[config.mk]
export PLATFORM = sky130hd
export DESIGN_NAME = seven_segment_mux_pwm_fader_unit
export DESIGN_NICKNAME = d
export VERILOG_FILES = /design/src/rtl/ssmpf_pkg.sv /design/src/rtl/seven_segment_mux_pwm_fader_unit.sv /design/src/rtl/ssmpf_front.sv /design/src/rtl/ssmpf_back.sv
export SDC_FILE = /design/constraint.sdc
export NUM_CORES = 2
export LEC_CHECK = 0
export BUFFER_PORTS_ARGS = -buffer_cell sky130_fd_sc_hd__buf_2
export CORE_MARGIN = 2
export CORE_UTILIZATION = 50
export CTS_BUF_LIST = sky130_fd_sc_hd__clkbuf_8
export DETAILED_ROUTE_END_ITERATION = 16
export PLACE_DENSITY = 0.65
export SYNTH_ARGS = -nofsm -noshare
export SYNTH_HDL_FRONTEND = slang
export SYNTH_SLANG_ARGS = --single-unit
[constraint.sdc]
create_clock -name clock -period 10.57 [get_ports clock]
set_input_delay 0.5285 -clock clock [delete_from_list [all_inputs] [get_ports clock]]
set_output_delay 0.5285 -clock clock [all_outputs]
set_load 0.1 [all_outputs]
[src/rtl/ssmpf_pkg.sv]
// Package: shared constants, types and glyph table for the seven-segment PWM fader.
package ssmpf_pkg;

   localparam int NUM_DIGITS_DEF = 6;
   localparam int SEGS = 7;
   localparam int LVL_W = 7;
   localparam int CNT_W = 16;
   localparam int LEVEL_MAX = 100;
   localparam int FADE_MAX = 10;
   localparam logic [7:0] MASK_BLANK = 8'hFF;

   localparam logic [1:0] MODE_TICK = 2'd0;
   localparam logic [1:0] MODE_CHAR = 2'd1;
   localparam logic [1:0] MODE_RAW  = 2'd2;

   localparam logic [1:0] REG_PERIOD   = 2'd0;
   localparam logic [1:0] REG_GLOBAL   = 2'd1;
   localparam logic [1:0] REG_FADE_LVL = 2'd2;
   localparam logic [1:0] REG_FADE_INT = 2'd3;

   localparam int QDEPTH = 4;

   // Classified command handed from the front end to the back end.
   typedef struct packed {
      logic       is_tick;
      logic [2:0] pos;
      logic [7:0] mask;
   } cmd_type;

   typedef struct packed {
      logic [6:0] segs;
      logic [15:0] digs;
   } rsp_type;

   function automatic logic [7:0] glyph(input logic [7:0] ch_in);
      logic [7:0] ch;
      logic [7:0] g;
      ch = ch_in;
      if (ch >= 8'h61 && ch <= 8'h7A) ch = ch - 8'd32;
      case (ch)
         "0": g = 8'hC0; "1": g = 8'hF9; "2": g = 8'hA4; "3": g = 8'hB0;
         "4": g = 8'h99; "5": g = 8'h92; "6": g = 8'h82; "7": g = 8'hF8;
         "8": g = 8'h80; "9": g = 8'h90;
         "A": g = 8'h88; "B": g = 8'h83; "C": g = 8'hC6; "D": g = 8'hA1;
         "E": g = 8'h86; "F": g = 8'h8E; "G": g = 8'hC2; "H": g = 8'h89;
         "I": g = 8'hF9; "J": g = 8'hF1; "L": g = 8'hC7; "N": g = 8'hAB;
         "O": g = 8'hC0; "P": g = 8'h8C; "Q": g = 8'h98; "R": g = 8'hAF;
         "S": g = 8'h92; "T": g = 8'h87; "U": g = 8'hC1; "Y": g = 8'h91;
         "-": g = 8'hBF; "_": g = 8'hF7;
         default: g = MASK_BLANK;
      endcase
      return g;
   endfunction

   // Fade step per level: 100/(level*5), level 0 gives 100.
   function automatic logic [6:0] fade_step(input logic [3:0] lvl);
      logic [6:0] s;
      case (lvl)
         4'd0: s = 7'd100; 4'd1: s = 7'd20; 4'd2: s = 7'd10; 4'd3: s = 7'd6;
         4'd4: s = 7'd5;   4'd5: s = 7'd4;  4'd6: s = 7'd3;  4'd7: s = 7'd2;
         4'd8: s = 7'd2;   4'd9: s = 7'd2;  4'd10: s = 7'd2;
         default: s = 7'd2;
      endcase
      return s;
   endfunction

endpackage

[src/rtl/seven_segment_mux_pwm_fader_unit.sv]
// Top level of the multiplexed seven-segment PWM fader.
//
//  channel  direction  handshake          transfer when
//  req_     in         req_push/req_full  req_push && !req_full
//  rsp_     out        rsp_empty/rsp_pop  rsp_pop && !rsp_empty
//  csr_     in         csr_write          csr_write
//
// After reset the back end clears all NUM_DIGITS*7 level entries (42) before it
// takes the first command; items wait in the front queue meanwhile.
// A set command waits in the queue until the back end takes it in IDLE. A tick
// runs the back end from IDLE to EMIT, walking every segment level (NUM_DIGITS*7)
// in FADE when the fade counter wraps, and computing the seven threshold products
// in THR_RD, THR_MUL and THR_DIV on the first tick of a digit slot.
// Reset is synchronous and active high. A tick waits until the previous result
// has been popped.
module seven_segment_mux_pwm_fader_unit #(
   parameter int NUM_DIGITS = ssmpf_pkg::NUM_DIGITS_DEF
) (
   input  logic        clock,
   input  logic        reset,
   input  logic        req_push,
   output logic        req_full,
   input  logic [1:0]  req_mode,
   input  logic [2:0]  req_position,
   input  logic [7:0]  req_char_code,
   input  logic [7:0]  req_raw_mask,
   output logic        rsp_empty,
   input  logic        rsp_pop,
   output logic [6:0]  rsp_segment_lines,
   output logic [5:0]  rsp_digit_enable,
   input  logic        csr_write,
   input  logic [1:0]  csr_index,
   input  logic [15:0] csr_data
);
   // Classified commands pass through a short queue from front to back.
   logic q_valid, q_take;
   ssmpf_pkg::cmd_type q_cmd;

   ssmpf_front #(.NUM_DIGITS(NUM_DIGITS)) u_front (
      .clock, .reset, .req_push, .req_full, .req_mode, .req_position,
      .req_char_code, .req_raw_mask, .q_valid, .q_cmd, .q_take
   );

   ssmpf_back #(.NUM_DIGITS(NUM_DIGITS)) u_back (
      .clock, .reset, .csr_write, .csr_index, .csr_data, .q_valid, .q_cmd,
      .q_take, .rsp_empty, .rsp_pop, .rsp_segment_lines, .rsp_digit_enable
   );
endmodule

[src/rtl/ssmpf_front.sv]
// Front end: accepts items, decodes glyphs and drops ignored commands.
module ssmpf_front #(
   parameter int NUM_DIGITS = ssmpf_pkg::NUM_DIGITS_DEF
) (
   input  logic                clock,
   input  logic                reset,
   input  logic                req_push,
   output logic                req_full,
   input  logic [1:0]          req_mode,
   input  logic [2:0]          req_position,
   input  logic [7:0]          req_char_code,
   input  logic [7:0]          req_raw_mask,
   output logic                q_valid,
   output ssmpf_pkg::cmd_type  q_cmd,
   input  logic                q_take
);
   localparam int PW = $clog2(ssmpf_pkg::QDEPTH);

   ssmpf_pkg::cmd_type mem_ff [ssmpf_pkg::QDEPTH];
   logic [PW-1:0] wp_ff, rp_ff, wp_in, rp_in;
   logic [PW:0]   cnt_ff, cnt_in;
   logic          acc, keep;
   ssmpf_pkg::cmd_type c;

   assign req_full = (cnt_ff == PW'(0) + (PW+1)'(ssmpf_pkg::QDEPTH));
   assign acc = req_push && !req_full;

   always_comb begin
      c.is_tick = (req_mode == ssmpf_pkg::MODE_TICK);
      c.pos = req_position;
      c.mask = (req_mode == ssmpf_pkg::MODE_CHAR) ? ssmpf_pkg::glyph(req_char_code)
                                                  : req_raw_mask;
      keep = c.is_tick ||
             (((req_mode == ssmpf_pkg::MODE_CHAR) || (req_mode == ssmpf_pkg::MODE_RAW)) &&
              ({1'b0, req_position} < 4'(NUM_DIGITS)));
   end

   assign q_valid = (cnt_ff != '0);
   assign q_cmd = mem_ff[rp_ff];

   always_comb begin
      wp_in = wp_ff + PW'(acc && keep);
      rp_in = rp_ff + PW'(q_take && q_valid);
      cnt_in = cnt_ff + (PW+1)'(acc && keep) - (PW+1)'(q_take && q_valid);
   end

   always_ff @(posedge clock) begin
      if (reset) begin
         wp_ff <= '0;
         rp_ff <= '0;
         cnt_ff <= '0;
      end else begin
         wp_ff <= wp_in;
         rp_ff <= rp_in;
         cnt_ff <= cnt_in;
      end
      if (acc && keep) mem_ff[wp_ff] <= c;
   end
endmodule

[src/rtl/ssmpf_back.sv]
// Back end: fade walk, threshold computation and PWM output register.
module ssmpf_back #(
   parameter int NUM_DIGITS = ssmpf_pkg::NUM_DIGITS_DEF
) (
   input  logic                clock,
   input  logic                reset,
   input  logic                csr_write,
   input  logic [1:0]          csr_index,
   input  logic [15:0]         csr_data,
   input  logic                q_valid,
   input  ssmpf_pkg::cmd_type  q_cmd,
   output logic                q_take,
   output logic                rsp_empty,
   input  logic                rsp_pop,
   output logic [6:0]          rsp_segment_lines,
   output logic [5:0]          rsp_digit_enable
);
   localparam int NSEG = NUM_DIGITS * ssmpf_pkg::SEGS;
   localparam int SW = $clog2(NSEG + 1);
   localparam int DW = (NUM_DIGITS > 1) ? $clog2(NUM_DIGITS) : 1;

   typedef enum logic [2:0] {CLR, IDLE, FADE, THR_RD, THR_MUL, THR_DIV, EMIT} st_type;
   st_type st_ff;

   logic [15:0] period_ff, interval_ff, slot_len_ff, slot_cnt_ff, fade_cnt_ff;
   logic [6:0]  glob_ff;
   logic [3:0]  flvl_ff;
   logic [7:0]  masks_ff [NUM_DIGITS];
   logic [6:0]  lvl_mem [NSEG];
   logic [6:0]  rd_ff;
   logic [15:0] thr_ff [ssmpf_pkg::SEGS];
   logic [DW-1:0] dig_ff;
   logic [DW-1:0] fdig_ff;
   logic [SW-1:0] idx_ff;
   logic [2:0]  seg_ff;
   logic [22:0] pg_ff;
   logic [29:0] prod_ff;
   logic        out_v_ff;
   logic [6:0]  out_seg_ff;
   logic [5:0]  out_dig_ff;
   logic [6:0]  step;
   logic [15:0] fc_in;

   assign rsp_empty = !out_v_ff;
   assign rsp_segment_lines = out_seg_ff;
   assign rsp_digit_enable = out_dig_ff;
   assign q_take = (st_ff == IDLE) && q_valid && (!q_cmd.is_tick || !out_v_ff);
   assign step = ssmpf_pkg::fade_step(flvl_ff);
   assign fc_in = fade_cnt_ff + 16'd1;

   // Fade walk entry: the digit and segment counters track the level index.
   logic [6:0]    cur, tgt, nx;
   always_comb begin
      cur = rd_ff;
      tgt = masks_ff[fdig_ff][seg_ff] ? 7'd0 : 7'(ssmpf_pkg::LEVEL_MAX);
      nx = cur;
      if (cur < tgt) nx = ({1'b0, cur} + {1'b0, step} > {1'b0, tgt}) ? tgt : cur + step;
      else if (cur > tgt) nx = ({1'b0, cur} > {1'b0, step} + {1'b0, tgt}) ? cur - step : tgt;
   end

   // Division by 10000 via reciprocal; exact for all products below 2^30.
   logic [63:0] qe;
   logic [29:0] q0;
   always_comb begin
      qe = 64'(prod_ff) * 64'd1759218605;   // 2^44/10000 rounded up
      q0 = 30'(qe >> 44);
   end

   logic [6:0] mask_o;
   always_comb begin
      mask_o = 7'h7F;
      for (int s = 0; s < ssmpf_pkg::SEGS; s++)
         if (slot_cnt_ff < thr_ff[s]) mask_o[s] = 1'b0;
   end

   always_ff @(posedge clock) begin
      if (reset) begin
         st_ff <= CLR;
         period_ff <= 16'd208;
         glob_ff <= 7'd100;
         flvl_ff <= 4'd5;
         interval_ff <= 16'd2000;
         for (int d = 0; d < NUM_DIGITS; d++) masks_ff[d] <= ssmpf_pkg::MASK_BLANK;
         for (int s = 0; s < ssmpf_pkg::SEGS; s++) thr_ff[s] <= '0;
         dig_ff <= (NUM_DIGITS > 1) ? DW'(1) : '0;
         fdig_ff <= '0;
         slot_cnt_ff <= '0;
         fade_cnt_ff <= '0;
         slot_len_ff <= 16'd208;
         out_v_ff <= 1'b0;
         idx_ff <= '0;
         seg_ff <= '0;
      end else begin
         if (rsp_pop && out_v_ff) out_v_ff <= 1'b0;
         if (csr_write) begin
            case (csr_index)
               ssmpf_pkg::REG_PERIOD: period_ff <= csr_data;
               ssmpf_pkg::REG_GLOBAL:
                  glob_ff <= (csr_data[6:0] > 7'd100) ? 7'd100 :
                             (csr_data[6:0] == 7'd0) ? 7'd1 : csr_data[6:0];
               ssmpf_pkg::REG_FADE_LVL:
                  flvl_ff <= (csr_data[3:0] > 4'(ssmpf_pkg::FADE_MAX)) ?
                             4'(ssmpf_pkg::FADE_MAX) : csr_data[3:0];
               ssmpf_pkg::REG_FADE_INT: interval_ff <= csr_data;
               default: ;
            endcase
         end
         case (st_ff)
            CLR: begin
               lvl_mem[idx_ff] <= '0;
               if (idx_ff == SW'(NSEG - 1)) begin
                  idx_ff <= '0;
                  st_ff <= IDLE;
               end else idx_ff <= idx_ff + SW'(1);
            end
            IDLE: if (q_take) begin
               if (!q_cmd.is_tick) begin
                  masks_ff[DW'(q_cmd.pos)] <= q_cmd.mask;
               end else begin
                  idx_ff <= '0;
                  seg_ff <= '0;
                  fdig_ff <= '0;
                  if (fc_in < ((interval_ff == '0) ? 16'd1 : interval_ff)) begin
                     fade_cnt_ff <= fc_in;
                     st_ff <= (slot_cnt_ff == '0) ? THR_RD : EMIT;
                  end else begin
                     fade_cnt_ff <= '0;
                     st_ff <= FADE;
                  end
                  if (slot_cnt_ff == '0) slot_len_ff <= (period_ff == '0) ? 16'd1 : period_ff;
                  rd_ff <= lvl_mem[0];
               end
            end
            FADE: begin
               lvl_mem[idx_ff] <= nx;
               if (idx_ff == SW'(NSEG - 1)) begin
                  idx_ff <= '0;
                  seg_ff <= '0;
                  fdig_ff <= '0;
                  st_ff <= (slot_cnt_ff == '0) ? THR_RD : EMIT;
               end else begin
                  idx_ff <= idx_ff + SW'(1);
                  rd_ff <= lvl_mem[idx_ff + SW'(1)];
                  if (seg_ff == 3'(ssmpf_pkg::SEGS - 1)) begin
                     seg_ff <= '0;
                     fdig_ff <= fdig_ff + DW'(1);
                  end else seg_ff <= seg_ff + 3'd1;
               end
            end
            THR_RD: begin
               rd_ff <= lvl_mem[SW'(dig_ff) * SW'(ssmpf_pkg::SEGS) + SW'(seg_ff)];
               pg_ff <= 23'(slot_len_ff * glob_ff);
               st_ff <= THR_MUL;
            end
            THR_MUL: begin
               prod_ff <= 30'(pg_ff * rd_ff);
               st_ff <= THR_DIV;
            end
            THR_DIV: begin
               thr_ff[seg_ff] <= (q0 > 30'(slot_len_ff)) ? slot_len_ff : 16'(q0);
               if (seg_ff == 3'(ssmpf_pkg::SEGS - 1)) st_ff <= EMIT;
               else begin
                  seg_ff <= seg_ff + 3'd1;
                  st_ff <= THR_RD;
               end
            end
            EMIT: begin
               out_v_ff <= 1'b1;
               out_seg_ff <= mask_o;
               out_dig_ff <= 6'(16'(1) << dig_ff);
               if (slot_cnt_ff + 16'd1 >= slot_len_ff) begin
                  slot_cnt_ff <= '0;
                  dig_ff <= (32'(dig_ff) + 1 >= NUM_DIGITS) ? '0 : dig_ff + DW'(1);
               end else slot_cnt_ff <= slot_cnt_ff + 16'd1;
               st_ff <= IDLE;
            end
            default: st_ff <= IDLE;
         endcase
      end
   end
endmodule

==> metrics.yaml <==
setup_path:
  crit_path_max_incr_delay_ns: 0.59
  critical-path-slowest-cell: "sky130_fd_sc_hd__fa_1"
  criticalPathCategory: "reg2reg"
  cp_common_cell: "sky130_fd_sc_hd__fa_1"
  max_fanout_on_critical_path: 8
  cp.required_ns: 11.05
  cp-start-kind: "flop"
  timing.critical_path.arrival_ns: 10.61
  crit_path_end_kind: "flop"
detailed_routing:
  drt_iter0_drc: 3387
  vias_per_cell: 5.65
  route.detailed.wl_per_inst_um: 21.8
  drc_errors: 0
  via_count: 41400
  route.final.wire_length_um: 160000
  dr.pass1.iters: 6
  ant_nets: 0
sta:
  setup_viol: 0
  finalHoldViolations: 0
  rsz0062_at_grt: "no"
  worst_clock_skew_ns: 0.119
  final.min_clock_period_ns: 10.12
  hold_slack_ns: 0.0799
  layout_worst_path_cycle_share: 0.958
  fin_max_slew_vios: 0
  finalWorstSetupSlack_ns: 0.446
  worst_slew_margin_rel: 0.180
  fmax_mhz: 98.8
  max_slew.worst_pin.slew_ns: 1.23
  fin_tns_setup_ns: 0
floorplanning:
  num_io_pins: 59
  floorplan.initialDensity: 0.503
  rows: 128
  fp.dieArea_um2: 125000
  die-width_um: 354
  core_area_um2: 122000
  dieHeight_um: 354
global_route:
  grt-ovfl-total: 0
  number_of_antenna_violations_at_the_first_check_in_global_routing: 5
  grt_usage: 0.261
  grt_pass1_vias: 43200
  grt_max_degree: 72
  grt_first_pass_wirelength_um: 253000
clock_network:
  cts_root_buf: "sky130_fd_sc_hd__clkbuf_8"
  cts_inserted_buffers: 119
  tritoncts: "yes"
  clock_sinks: 717
  clk_pin_slew_ns: 0.07
  insertion_delay_ns: 0.85
  clock_tree.buffer_depth: 3
  htree_levels: 3
synthesis:
  synth.largest_area_cell: "sky130_fd_sc_hd__edfxtp_1"
  synth_flop_cell: "sky130_fd_sc_hd__edfxtp_1"
  count_leader_synth: "sky130_fd_sc_hd__inv_1"
  avgSynthCellArea_um2: 11.1
  post_synth_main_area_contributors: "sky130_fd_sc_hd__edfxtp_1 (28%), sky130_fd_sc_hd__fa_1 (19%), sky130_fd_sc_hd__ha_1 (13%)"
  synth_largest_type_area_fraction: 0.282
  synth_edf_count: 575
  synthesis.yosys.warnings: 0
  synth_common_cells: "sky130_fd_sc_hd__inv_1 (958), sky130_fd_sc_hd__ha_1 (651), sky130_fd_sc_hd__fa_1 (582)"
  yosysUniqueCellTypes: 77
  syn_nets: 6782
  seq_total_area_yosys: 0.329
  gate_count_post_synth: 5505
  syn_area_um2: 61200
  async_reset_ff_frac: 0
  synth_seq_cells: 717
placement:
  port_buffers: 58
  detailed_place_hpwl_um: 124000
  place_ws_ns: 0.227
  finalWeightedCongestion: 0.942
  placed_cell_area_um2: 63500
power:
  vdd.ir_drop.worst_v: 0.000111
  leakage_nw: 29.4
  power_density_nw_per_um2: 92.3
  p_total_w: 0.00612
finish:
  design.final.nets: 6884
  layout.cell_area.non_filler_um2: 66300
  growth_of_design_area_from_synthesis_to_finish_pct: 8.33
  share_of_final_layout_standard_cells_stronger_than_drive_strength_1: 0.105
min_path:
  hold_path.class: "in2reg"
run_status:
  status: "finished clean"
job:
  timing.max_cap.violations: 0
final timing paths:
path	start	end	slack, ns	cells past startpoint
worst max-delay path	u_back.prod_ff[21]	u_back.thr_ff[0][10]	0.45	35
worst min-delay path	csr_data[6]	u_back.glob_ff[6]	0.08	3
worst max register to register	u_back.prod_ff[21]	u_back.thr_ff[0][10]	0.45	35
worst min register to register	u_back.thr_ff[6][1]	u_back.thr_ff[6][1]	0.46	2
placed cells by master, fill, tap and decap left out, drive strengths merged, types with 33 or more instances in the layout:
master / n
nor3: 82
nor2: 287
inv: 989
and2: 107
nand2: 486
xnor2: 69
ha: 651
a21oi: 241
a31oi: 33
a21o: 82
clkinv: 54
edfxtp: 575
a211oi: 49
o21ai: 146
buf: 153
fa: 582
nand3: 94
mux4: 202
xor2: 48
clkbuf: 127
mux2i: 49
dfxtp: 142
state kept, by name, summed over array words and instances, names as in the netlist, 6 cells and up, named ones only:
register                  flops
u_back.lvl_mem              294
u_back.thr_ff               112
u_back.masks_ff              64
u_front.mem_ff               48
u_back.prod_ff               30
u_back.pg_ff                 23
u_back.fade_cnt_ff           16
u_back.interval_ff           16
u_back.period_ff             16
u_back.slot_cnt_ff           16
u_back.slot_len_ff           16
u_back.cur                    7
u_back.glob_ff                7
u_back.rsp_segment_lines      7
u_back.idx_ff                 6
u_back.rsp_digit_enable       6
u_back.step                   6
logic make-up (layout without fill, tap and decap cells):
logic type	Yosys count	count (layout)	share of synthesized area
and+or+nand+nor	1298	1299	0.0997
muxes	273	273	0.0864
other	0	4	0
buffers and inverters	1149	1348	0.0710
adders and majority gates	1233	1233	0.324
AOI/OAI and AO/OA	718	718	0.0738
xor gates and xnor gates	117	117	0.0168
DFF	717	717	0.329
worst max-delay path: cells and delay by family, from the launching register on:
| family | cells | cell delay, ns |
|---|---|---|
| DFF | 1 | 0.57 |
| buffers and inverters | 8 | 0.83 |
| AOI/OAI and AO/OA | 8 | 1.48 |
| and+or+nand+nor | 9 | 2.29 |
| adders and majority gates | 10 | 4.58 |
repair_timing:
action                                  4_1_cts  5_1_grt
endpoints found under the hold margin        37        0
buffers inserted                              0       18
gates resized for setup                       0       11
endpoints found under the setup margin        0      109
hold buffers                                 16        0
layout make-up:
cell class / count / area (µm²)
sequential: 717 / 20100
multi-input combinational: 3640 / 36900
fill: 10500 / 55300
clock buffer: 127 / 1750
inverter: 960 / 3600
clock inverter: 92 / 647
antenna: 4 / 10.0
timing repair buffer: 169 / 1180
tap: 1625 / 2030
power by group:
| group | leakage (nW) | switching [W] | internal, W |
|---|---|---|---|
| clock network | 1.33 | 0.00122 | 0.00127 |
| logic | 21.1 | 0.000298 | 0.000201 |
| registers | 6.98 | 0.0000567 | 0.00307 |
| total | 29.4 | 0.00158 | 0.00454 |
metal layers:
metal | GRT usage | routed length [µm] | vias to the layer above
met5 | 0 | 16 | -
met4 | 0.0852 | 5440 | 2
met3 | 0.0374 | 10000 | 290
met2 | 0.435 | 77700 | 1400
met1 | 0.353 | 66900 | 20700
li1 | - | - | 19000
stage by stage:
step,std cells,utilization
final,7334,0.545
after global routing,7333,0.545
after CTS,7311,0.543
after detailed placement,7076,0.522
after global placement,7076,0.522
after floorplan,5505,-
Note: power is estimated with default switching activity, not from simulation.
